--- config.mk ---
export PLATFORM = sky130hd
export DESIGN_NAME = alle_ctrl
export DESIGN_NICKNAME = d
export VERILOG_FILES = /design/src/design/alle_pkg.sv /design/src/design/alle_ctrl.sv
export SDC_FILE = /design/constraint.sdc
export NUM_CORES = 1
export LEC_CHECK = 0
export ABC_AREA = 1
export BUFFER_PORTS_ARGS = -buffer_cell sky130_fd_sc_hd__buf_2
export CAP_MARGIN = 10
export CORE_AREA = 2 2 39 41
export CTS_BUF_LIST = sky130_fd_sc_hd__clkbuf_8
export DETAILED_ROUTE_END_ITERATION = 8
export DIE_AREA = 0 0 41 43
export PLACE_DENSITY_LB_ADDON = 0.2
export SETUP_SLACK_MARGIN = 0.2
export SLEW_MARGIN = 20
export SYNTH_ARGS = -nofsm -noshare
export SYNTH_HDL_FRONTEND = slang
export SYNTH_SLANG_ARGS = --single-unit
--- constraint.sdc ---
create_clock -name clk -period 1.29 [get_ports clk]
set_input_delay 0.387 -clock clk [delete_from_list [all_inputs] [get_ports clk]]
set_output_delay 0.387 -clock clk [all_outputs]
set_load 0.02 [all_outputs]
--- src/design/alle_pkg.sv ---
// ----------------------------------------------------------------------------
// alle_pkg
// Shared types, codes and sizing for the linked list engine.
// ----------------------------------------------------------------------------
package alle_pkg;

  localparam int DefCapacity = 256;

  typedef enum logic [2:0] {
    FN_PUSH_BACK     = 3'd0,
    FN_PUSH_FRONT    = 3'd1,
    FN_POP_BACK      = 3'd2,
    FN_POP_FRONT     = 3'd3,
    FN_INSERT_AFTER  = 3'd4,
    FN_INSERT_BEFORE = 3'd5,
    FN_REMOVE_SLOT   = 3'd6,
    FN_READ_LOGICAL  = 3'd7
  } func_t;

  typedef enum logic [2:0] {
    ST_OK       = 3'd0,
    ST_FULL     = 3'd1,
    ST_EMPTY    = 3'd2,
    ST_BADSLOT  = 3'd3,
    ST_BADINDEX = 3'd4
  } status_t;

  typedef struct packed {
    logic [2:0]  func;
    logic [63:0] value;
    logic [7:0]  slot;
    logic [7:0]  logical_index;
  } in_item_t;

  typedef struct packed {
    logic [2:0]  status;
    logic [7:0]  result_slot;
    logic [63:0] read_value;
    logic [7:0]  count;
  } out_item_t;

  // Controller states.
  typedef enum logic [3:0] {
    S_INIT,    // clearing pass that builds the free list
    S_IDLE,
    S_RD,      // issue link reads for the anchor slot
    S_CHK,     // read data valid: check errors, capture neighbors
    S_WR1,
    S_WR2,
    S_WR3,
    S_WALK,    // issue a read at the current walk slot
    S_STEP,    // follow the next link or finish the walk
    S_DONE
  } state_t;

  // Controller commands to the datapath.
  typedef enum logic [3:0] {
    C_NONE,
    C_INIT,
    C_LOAD,
    C_RD,
    C_CHK,
    C_WR1,
    C_WR2,
    C_WR3,
    C_WALK_RD,
    C_WALK_STEP
  } cmd_t;

  typedef struct packed {
    logic init_last;
    logic walk_done;
    logic err;
  } stat_t;

endpackage

--- src/design/alle_ctrl.sv ---
// ----------------------------------------------------------------------------
// alle_ctrl
// Command sequencer for the linked list engine.
// ----------------------------------------------------------------------------
module alle_ctrl (
  input  logic            clk,
  input  logic            rst,
  input  logic            in_valid,
  output logic            in_stall,
  output logic            out_valid,
  input  logic            out_stall,
  input  logic [2:0]      func,
  input  alle_pkg::stat_t stat,
  output alle_pkg::cmd_t  cmd
);
  import alle_pkg::*;

  state_t state, state_next;
  logic   is_walk;

  always_ff @(posedge clk) begin
    if (rst) state <= S_INIT;
    else     state <= state_next;
  end

  // Remember whether the accepted item is a logical read.
  always_ff @(posedge clk) begin
    if (state == S_IDLE && in_valid) is_walk <= (func_t'(func) == FN_READ_LOGICAL);
  end

  // Next state and commands.
  always_comb begin
    state_next = state;
    cmd        = C_NONE;
    in_stall   = 1'b1;
    out_valid  = 1'b0;
    case (state)
      S_INIT: begin
        cmd = C_INIT;
        if (stat.init_last) state_next = S_IDLE;
      end
      S_IDLE: begin
        in_stall = 1'b0;
        if (in_valid) begin
          cmd = C_LOAD; state_next = S_RD;
        end
      end
      S_RD: begin
        cmd = C_RD; state_next = S_CHK;
      end
      S_CHK: begin
        cmd = C_CHK;
        if (stat.err) state_next = S_DONE;
        else if (is_walk) state_next = S_WALK;
        else state_next = S_WR1;
      end
      S_WR1: begin
        cmd = C_WR1; state_next = S_WR2;
      end
      S_WR2: begin
        cmd = C_WR2; state_next = S_WR3;
      end
      S_WR3: begin
        cmd = C_WR3; state_next = S_DONE;
      end
      S_WALK: begin
        cmd = C_WALK_RD; state_next = S_STEP;
      end
      S_STEP: begin
        cmd = C_WALK_STEP;
        if (stat.walk_done) state_next = S_DONE;
        else state_next = S_WALK;
      end
      S_DONE: begin
        out_valid = 1'b1;
        if (!out_stall) state_next = S_IDLE;
      end
      default: state_next = S_IDLE;
    endcase
  end

endmodule

# Word level (Yosys, flattened, before mapping)
# Index checks and enable logic that the tools add are counted.
[word_totals]
reg_bits = 5
in_bits = 10
output_inout_bits = 6
elab_cells = 29
[op_classes]
n_eq_ne = 13
muxes = 11
n_reduce_logical = 3
[ops]
columns = ["cell", "count"]
rows = [
  ["4-bit case mux with 10 select lines", 1],
  ["4-bit case mux with 9 select lines", 1],
  ["4-bit 2-to-1 mux", 5],
  ["4-bit by 3-bit equality test with 1-bit output (second input constant)", 4],
  ["4-bit by 2-bit equality test with 1-bit output (second input constant)", 2],
  ["4-bit equality test (second input constant)", 2],
  ["2-bit != test (second input constant)", 3],
  ["4-bit by 1-bit equality test with 1-bit output (second input constant)", 1],
  ["4-bit logical NOT", 1],
  ["2-bit 2-to-1 mux", 2],
  ["3-bit equality test (second input constant)", 1],
  ["3-bit AND reduction", 1],
  ["1-bit 2-to-1 mux", 2],
  ["1-bit logical AND", 1],
]

# Longest topological paths before layout
# Gate-level depths: netlist (run 1).
[logic_depth]
depth_word = 3
depth_mapped = 9
ltp_nobuf = 9

# Worst setup path before layout (run 1)
# OpenSTA, ideal clock, no wires.
[synth_timing]
path_type = "reg2out"
from = "register state[3]"
to = "output out_valid"
arrival_time_ps = 1169
t_required_ps = 903
path_slack_ps = -266
path_stages_with_launch = 3
path_buffers = 0
cell_sequence = "dfxtp_1 -> inv_2 -> nor4_1"
[synth_via]
elab_chain_len = 2
[synth_rtl]
columns = ["item", "line_no", "source"]
rows = [
  ["start, declared", "alle_ctrl.sv:18", "state_t state, state_next;"],
  ["start signal, assigned", "alle_ctrl.sv:23", "else state <= state_next;"],
  ["4-bit equality test", "alle_ctrl.sv:37", "case (state)"],
  ["1-bit 2-to-1 mux", "alle_ctrl.sv:37", ""],
  ["end, declared", "alle_ctrl.sv:10", "output logic out_valid,"],
]
# Every way passes these cells.

# Worst setup path in the final report (run 1)
[layout_timing]
from = "register state[2]"
to = "output cmd[2]"
[layout_via]
elab_chain_len = 2
word_cells_on_any_way = 10
classes_between = "eq/ne (8); mux (1); reduce/logical (1)"
[layout_rtl]
columns = ["item", "line_no", "source"]
rows = [
  ["4-bit equality test (tied with other cells)", "alle_ctrl.sv:37", ""],
  ["4-bit case mux with 9 select lines *", "alle_ctrl.sv:37", ""],
  ["end, declared", "alle_ctrl.sv:14", "output alle_pkg::cmd_t cmd"],
]
# Every way passes the cells marked *; elsewhere a longest branch is shown, timed or not.

==> results of run 1 <==
[path summary, 6_finish.rpt]
kind | startpoint | endpoint | cells after the start
setup / recovery | state[2]$_SDFFE_PP0P_ | cmd[2] | 5
hold / removal | rst | state[1]$_SDFFE_PP0P_ | 2
setup reg to reg | state[0]$_SDFFE_PP0P_ | state[0]$_SDFFE_PP0P_ | 11
hold reg to reg | state[3]$_SDFFE_PP0P_ | state[2]$_SDFFE_PP0P_ | 4
[critical path, cell delays in order (launching register included)]
cell     delay [ns]
dfxtp_4        0.39
inv_4          0.05
nor2_4         0.16
nand2_1        0.11
nand2_4        0.08
buf_2          0.15
[flip-flops by register name, summed over array words and instances (netlist names)]
register  flops
is_walk       1
state         4
[layout by cell type, fill, tap and decap left out]
cell and count:
a21oi_2 2, a31oi_1 1, and3_1 1, buf_2 11, buf_4 16, buf_6 4, clkbuf_8 3, clkinv_2 1
dfxtp_4 4, edfxtp_1 1, inv_1 7, inv_2 2, inv_4 2, nand2_1 14, nand2_2 6, nand2_4 2
nand3_1 6, nand4_1 1, nor2_1 6, nor2_2 3, nor2_4 6, nor4_2 1, o211ai_1 1, o21ai_2 2
or2_0 1
[cell families after synthesis]
kind of cell / count (synthesis) / share of synthesized area
simple gates: 47 / 0.5685
buf+inv: 11 / 0.09621
compound gates: 6 / 0.07873
flops: 5 / 0.2566
[metal layers]
layer,global-route usage,share of wire
met2,0.2531,0.52
met5,0,0
met4,0.06000,0.0065
met1,0.2323,0.45
met3,0.01571,0.024
[cell type report]
| class | count | area share |
|---|---|---|
| multi-input combinational | 53 | 0.4200 |
| timing repair buffer | 31 | 0.2789 |
| sequential | 5 | 0.1585 |
| inverter | 11 | 0.06022 |
| clock buffer | 3 | 0.05230 |
| tap | 16 | 0.02536 |
| clock inverter | 1 | 0.004754 |
[through the flow]
stage               area (um2)  cells  utilization
floorplan                460.4     69            -
CTS                      735.7    118       0.5316
finish                   789.5    120       0.5705
global placement         645.6    112       0.4665
global route             789.5    120       0.5705
detailed placement       645.6    112       0.4665
[power groups by stage]
stage,Sequential (mW),Combinational (mW),Clock [mW]
2_1_floorplan,0.222,0.304,0
3_3_place_gp,0.227,0.501,0
3_5_place_dp,0.228,0.502,0
4_1_cts,0.227,0.550,0.272
5_1_grt,0.247,0.642,0.287
6_report,0.242,0.592,0.265
[timing repair]
| item | CTS | global route |
|---|---|---|
| buffers inserted | 2 | 2 |
| endpoints found under the setup margin | 11 | 11 |
| pin swaps | 5 | 4 |
| gates resized for setup | 11 | 12 |
| hold endpoints to repair | 0 | 0 |
==> qor.yml, run 1 <==
status: "finished, violations left"
violations: "setup timing"
power_frac_comb: 0.539
seqPwrFrac: 0.220
yosysTopAreaCell: "dfxtp_1"
synth_seq_cells: 5
root_buffer: "clkbuf_8"
finalSetupTns_ns: -1.332
hpwl_um: 950.4
clk_latency_ns: 0.21
drt_iter0_drc: 6
critPathArrivalTime_ns: 1.16
vdd_drop_max_uv: 997.3
drive_gt1_frac: 0.6250
floorplan.rows: 14
synth_edf_count: 1
fin_hold_ws_ns: 0.3698
yosys_warnings: 0
coreArea_um2: 1384
avgRoutedWirePerCell_um: 10.24
antenna_found_initial: 0
drtAntennaViolNets: 0
die_h_um: 43
min_period_ns: 1.544
p_switching_uw: 422.1
grt_overflow: 0
ctsHoldBuffers: 0
synth_nets: 79
ys_types: 19
synthTopCellsByCount: "nand2_1 (15), inv_1 (8), nor2_1 (8), nand2_2 (7), nand3_1 (6)"
start_util: 0.3101
clkSinkCount: 5
synthCells: 69
power.internal_uw: 677.5
pwr-share-clk: 0.241
grt_max_degree: 8
regArea_um2: 125.1
vias_per_cell: 4.533
multiInputGateArea_um2: 331.6
hold_class: "primary input to flip-flop"
worst_slew_margin_rel: 0.8809
leakagePower_nw: 0.4082
fmax_mhz: 647.7
fillerInstances: 135
ios: 16
endpoint_kind: "output pin"
htreeDepth: 1
num_vias: 544
io_buffers: 15
setup_slack_ns: -0.2539
synth_most_common_cell: "nand2_1"
regToRegSetupSlack_ns: -0.02
synth-seq-area-share: 0.2566
die_area_um2: 1763
cts_buffer_depth: 2
hold_viol: 0
cts_tree: "yes"
worst-setup-path-type: "flip-flop to output pin"
cts-buffers-inserted: 3
wl_um: 1229
setup_violations: 8
finalPower_mw: 1.100
rsz0062_at_grt: "true"
grt_pass1_wl_um: 1994
place_congestion: 0.8732
synth_area_per_cell_um2: 6.220
cp-start-kind: "flip-flop"
grt_pass1_vias: 492
synth.top_cell.area_share: 0.1866
power.density_nw_per_um2: 1393
async_reset_ff_frac: 0
track_usage: 0.1658
syn_area_um2: 429.2
final_nets: 115
timing.final.crit_share: 1.197
areaGrowthSynthToFinish_pct: 83.96
drt-pass1-iter-count: 4
required_ns: 0.90
critPathMaxFanout: 5
dp_slack_ns: -0.04696
slew_violations: 0
clk_pin_slew_ns: 0.03
antenna_cells: 0
finClkSkew_ns: 0.0007027
dieWidth_um: 41
tightestPinTransition_ns: 0.1772
drv_cap: 0
synthFlopType: "dfxtp_1"
ys_top_cells_by_area: "dfxtp_1 (19%), nand2_1 (13%), nand2_2 (10%)"
drc: 0
swShare: 0.3838
No activity file was read; power rests on OpenSTA's default activity.
==> run 2, diff against run 1 <==
- CAP_MARGIN: 10 -> default
- clock period: 1.29 -> 1.6 ns (I/O delays scaled with it)
==> run 2 against run 1 <==
Against the previous run: the run still ends with setup timing left; combinational power shrank 24%; die area unchanged; sequential cell count unchanged; clock skew hardly changed; cell count decreased by 3.3%; sequential power is 19% lower; clock power down 16%; utilization shrank 2.3 points; wire length is 13% higher; non-clock buffer count is 4 lower; critical path depth is the same; global-route usage up 0.62 points; critical endpoint is now cmd[1].
==> qor.yml, run 2 (synthesis results as in run 1) <==
whs_path_depth: 2  # unchanged
grt_max_degree: 8  # unchanged
dp_slack_ns: 0.06614  # +0.1131 ns
hpwl_um: 899.2  # -5.4%
worst-setup-path-type: "flip-flop to output pin"
avgRoutedWirePerCell_um: 11.97  # +17%
timing.final.crit_share: 1.025
min_period_ns: 1.640
regArea_um2: 125.1  # unchanged
wl_um: 1389  # +13%
hold_class: "primary input to flip-flop"
coreArea_um2: 1384  # unchanged
p_switching_uw: 345.3  # -18%
hold_viol: 0  # unchanged
areaGrowthSynthToFinish_pct: 76.68
worst_slew_margin_rel: 0.8659  # -0.01495
vias_per_cell: 4.879  # +7.6%
final_nets: 111  # -3.5%
grt_pass1_wl_um: 2035  # +2.1%
tightestPinTransition_ns: 0.1995  # +0.02225 ns
track_usage: 0.1720  # +0.006203
power.internal_uw: 521.8  # -23%
root_buffer: "clkbuf_8"
io_buffers: 15  # unchanged
drive_gt1_frac: 0.5600  # -0.06500
floorplan.rows: 14  # unchanged
slew_violations: 0  # unchanged
drt_iter0_drc: 12  # +6
finalInstanceArea_um2: 758.2  # -4.0%
multiInputGateArea_um2: 331.6  # unchanged
die_area_um2: 1763  # unchanged
swShare: 0.3982  # +0.01438
required_ns: 1.12  # +0.22 ns
cts_buffer_depth: 2  # unchanged
power.density_nw_per_um2: 1144  # -18%
fin_cells: 116  # -3.3%
grt_overflow: 0  # unchanged
leakagePower_nw: 0.4050  # -0.78%
largest_reg_flops: 4  # unchanged
drt-pass1-iter-count: 4  # unchanged
antenna_cells: 0  # unchanged
place_congestion: 0.7550  # -14%
drtAntennaViolNets: 0  # unchanged
critPathMaxFanout: 5  # unchanged
clk_pin_slew_ns: 0.03  # about the same
violations: "setup timing"
fin_hold_ws_ns: 0.4815  # +0.1117 ns
drv_cap: 0  # unchanged
critPathArrivalTime_ns: 1.16  # about the same
regMostFlops: "state"
antenna_found_initial: 0  # unchanged
start_util: 0.3101  # unchanged
cts-buffers-inserted: 3  # unchanged
drc: 0  # unchanged
fillerInstances: 140  # +3.7%
dp_cells: 100  # -11%
finClkSkew_ns: 0.0009502  # +0.0002475 ns
clkSinkCount: 5  # unchanged
setup_slack_ns: -0.04024  # +0.2137 ns
cp-start-kind: "flip-flop"
num_vias: 566  # +4.0%
vdd_drop_max_uv: 623.1  # -38%
ios: 16  # unchanged
largestRegisters: "state (4), is_walk (1)"
setup_violations: 2  # -6
finalSetupTns_ns: -0.07876  # +1.253 ns
htreeDepth: 1  # unchanged
r2r.worst_path.cells: 11  # unchanged
clk_latency_ns: 0.22  # about the same
status: "finished, violations left"
dieWidth_um: 41  # unchanged
final_util: 0.5479  # -0.02260
rsz0062_at_grt: "true"
die_h_um: 43  # unchanged
fmax_mhz: 609.7
cts_tree: "yes"
final_cell_mix: "nand2_1 (14), buf_4 (14), buf_2 (10)"
finalPower_uw: 867.1  # -21%
power_frac_comb: 0.516  # -0.023
place_area_um2: 541.8  # -16%
endpoint_kind: "output pin"
pwr-share-clk: 0.257  # +0.016
grt_pass1_vias: 502  # +2.0%
seqPwrFrac: 0.227  # +0.007
==> run 2: path summary, 6_finish.rpt <==
| path | start | end | slack (ns) |
|---|---|---|---|
| setup / recovery | state[2]$_SDFFE_PP0P_ | cmd[1] | -0.04 |
| hold / removal | rst | state[1]$_SDFFE_PP0P_ | 0.48 |
| setup reg to reg | state[0]$_SDFFE_PP0P_ | state[0]$_SDFFE_PP0P_ | 0.25 |
| hold reg to reg | state[3]$_SDFFE_PP0P_ | state[2]$_SDFFE_PP0P_ | 0.65 |
==> run 2: cell type report <==
class                           instances  share of cell area
Inverter                               11             0.06271
Sequential cell                         5              0.1650
Timing Repair Buffer                   27              0.2492
Tap cell                               16             0.02640
Clock inverter                          1            0.004950
Multi-Input combinational cell         53              0.4373
Clock buffer                            3             0.05446
==> run 2: timing repair <==
item / 4_1_cts / 5_1_grt
pin swaps: 7 / 8
buffers inserted: 7 / 5
endpoints found under the hold margin: 0 / 0
endpoints found under the setup margin: 6 / 9
gates resized for setup: 20 / 6
hold buffers: 0 / 0
==> run 2: routing by layer <==
metal | share of wire | track usage
met5 | 0 | 0
met4 | 0.012 | 0.06000
met3 | 0.045 | 0.04712
met2 | 0.56 | 0.2844
met1 | 0.38 | 0.2006
==> run 2: worst max-delay path, stage by stage, from the launching register on <==
cell	delay [ns]
dfxtp_4	0.38
inv_4	0.05
nor2_4	0.15
nand2_1	0.10
o211ai_1	0.10
buf_4	0.17
==> run 2: power groups by stage <==
stage,Sequential (mW),Combinational (mW),Clock (mW)
2_1_floorplan,0.179,0.242,0
3_3_place_gp,0.184,0.323,0
4_1_cts,0.194,0.415,0.229
6_report,0.197,0.447,0.223
3_5_place_dp,0.184,0.322,0
5_1_grt,0.200,0.490,0.236
==> run 3, diff against run 2 <==
- clock period: 1.6 -> 1.3 ns (I/O delays scaled with it)
==> run 3 against run 2 <==
Against the previous run: the flow still finishes with violations (setup timing); first-iteration DRC count fell by 25%; utilization rose by 6.8 points; wire length fell by 3.1%; cell area rose by 12%; largest cell class unchanged; highest routed layer unchanged.
==> qor.yml, run 3 (synthesis results as in run 1) <==
swShare: 0.3891  # -0.009108
dieWidth_um: 41  # unchanged
worst_slew_margin_rel: 0.8521  # -0.01379
drc: 0  # unchanged
num_vias: 555  # -1.9%
clk_pin_slew_ns: 0.03  # about the same
hold_viol: 0  # unchanged
dp_cells: 112  # +12%
drt-pass1-iter-count: 4  # unchanged
wl_um: 1346  # -3.1%
antenna_cells: 0  # unchanged
drtAntennaViolNets: 0  # unchanged
clk_latency_ns: 0.22  # about the same
finClkSkew_ns: 0.00007994  # -0.0008703 ns
pwr-share-clk: 0.243  # -0.014
hold_class: "primary input to flip-flop"
drv_cap: 0  # unchanged
grt_pass1_vias: 547  # +9.0%
hpwl_um: 967  # +7.5%
crit_slowest_cell: "dfxtp_4"
critPathArrivalTime_ns: 1.17  # about the same
cp-start-kind: "flip-flop"
fmax_mhz: 639.2
tightestPinTransition_ns: 0.2216  # +0.02211 ns
leakagePower_nw: 0.4366  # +7.8%
place_congestion: 0.8221  # +8.9%
required_ns: 0.91  # -0.21 ns
ios: 16  # unchanged
regMostFlops: "state"
cts_buffer_depth: 2  # unchanged
endpoint_kind: "output pin"
slew_violations: 0  # unchanged
floorplan.rows: 14  # unchanged
status: "finished, violations left"
cts_tree: "yes"
setup_slack_ns: -0.2646  # -0.2243 ns
vias_per_cell: 4.512  # -7.5%
drive_gt1_frac: 0.6542  # +0.09421
min_period_ns: 1.565
coreArea_um2: 1384  # unchanged
largestRegisters: "state (4), is_walk (1)"
power_frac_comb: 0.552  # +0.036
worst-setup-path-type: "flip-flop to output pin"
dp_slack_ns: -0.03218  # -0.09832 ns
critPathMaxStageDelay_ns: 0.36  # -0.02 ns
fin_cells: 123  # +6.0%
avgRoutedWirePerCell_um: 10.94  # -8.6%
crit_chain: "buf_12 -> nor4_2 -> buf_2"
fin_hold_ws_ns: 0.3760  # -0.1055 ns
seqPwrFrac: 0.204  # -0.023
grt_max_degree: 8  # unchanged
grt_pass1_wl_um: 2256  # +11%
track_usage: 0.1972  # +0.02515
grt_overflow: 0  # unchanged
timing.final.crit_share: 1.204
die_h_um: 43  # unchanged
vdd_drop_max_uv: 906.3  # +45%
setup_violations: 8  # +6
power.density_nw_per_um2: 1327  # +16%
final_nets: 118  # +6.3%
p_switching_uw: 440.1  # +27%
rsz0062_at_grt: "true"
areaGrowthSynthToFinish_pct: 98.54
root_buffer: "clkbuf_8"
critPathMaxFanout: 3  # -2
ctsHoldBuffers: 0  # unchanged
largest_reg_flops: 4  # unchanged
start_util: 0.3101  # unchanged
drt_iter0_drc: 9  # -3
final_cell_mix: "buf_4 (17), nand2_1 (12), buf_2 (10)"
die_area_um2: 1763  # unchanged
violations: "setup timing"
cts-buffers-inserted: 3  # unchanged
power.internal_uw: 691.0  # +32%
htreeDepth: 1  # unchanged
io_buffers: 15  # unchanged
clkSinkCount: 5  # unchanged
antenna_found_initial: 0  # unchanged
finalSetupTns_ns: -1.484  # -1.405 ns
finalPower_mw: 1.131  # +30%
final_common_cell: "buf_4"
[run 3: cell types whose count changed in the layout (fill, tap and decap cells not counted), sizes merged]
cell	before	now
buf	27	34
[run 3: per-stage QoR]
step                instance area [um2]  utilization
floorplan                         460.4            -
global placement                  645.6       0.4665
detailed placement                645.6       0.4665
CTS                               829.5       0.5995
global route                      852.1       0.6157
finish                            852.1       0.6157
[run 3: power groups by stage]
stage          registers [mW]  logic [mW]  clock network, mW
6_report                0.231       0.625              0.275
5_1_grt                 0.234       0.682              0.298
4_1_cts                 0.227       0.587              0.286
3_5_place_dp            0.226       0.496                  0
3_3_place_gp            0.225       0.496                  0
2_1_floorplan           0.221       0.302                  0
[run 3: final timing paths]
path	from	end	slack (ns)	cells after the start
max	state[2]$_SDFFE_PP0P_	out_valid	-0.26	3
min	rst	state[3]$_SDFFE_PP0P_	0.38	2
max reg2reg	state[3]$_SDFFE_PP0P_	state[1]$_SDFFE_PP0P_	-0.08	10
min reg2reg	state[1]$_SDFFE_PP0P_	state[3]$_SDFFE_PP0P_	0.72	4
[run 3: cell type report]
cell class              count  area, um2
fillers                   123      531.8
multi-input cells          53      342.8
repair buffers             34      265.3
flip-flops and latches      5      125.1
inverters                  11      53.80
clock buffers               3      41.29
well taps                  16      20.02
clock inverters             1      3.754
[run 3: per-layer routing]
metal  share of wire  vias to the layer above  track usage  wire length, um
met3           0.030                        4      0.04712               41
li1                -                      292            -                -
met2            0.51                       11       0.3125              693
met5               0                        -            0                0
met4           0.018                        0       0.1000               24
met1            0.44                      248       0.2330              586
[run 3: what timing repair did]
item,4_1_cts,5_1_grt
gates resized for setup,26,6
setup buffers,6,1
setup endpoints to repair,11,11
gates cloned,0,0
pin swaps,9,7
[run 3: critical path, delay by kind of cell (launching register included)]
kind                   cells  cell delay (ns)
buffers and inverters      2             0.33
flip-flops                 1             0.36
AND/OR/NAND/NOR            1             0.26
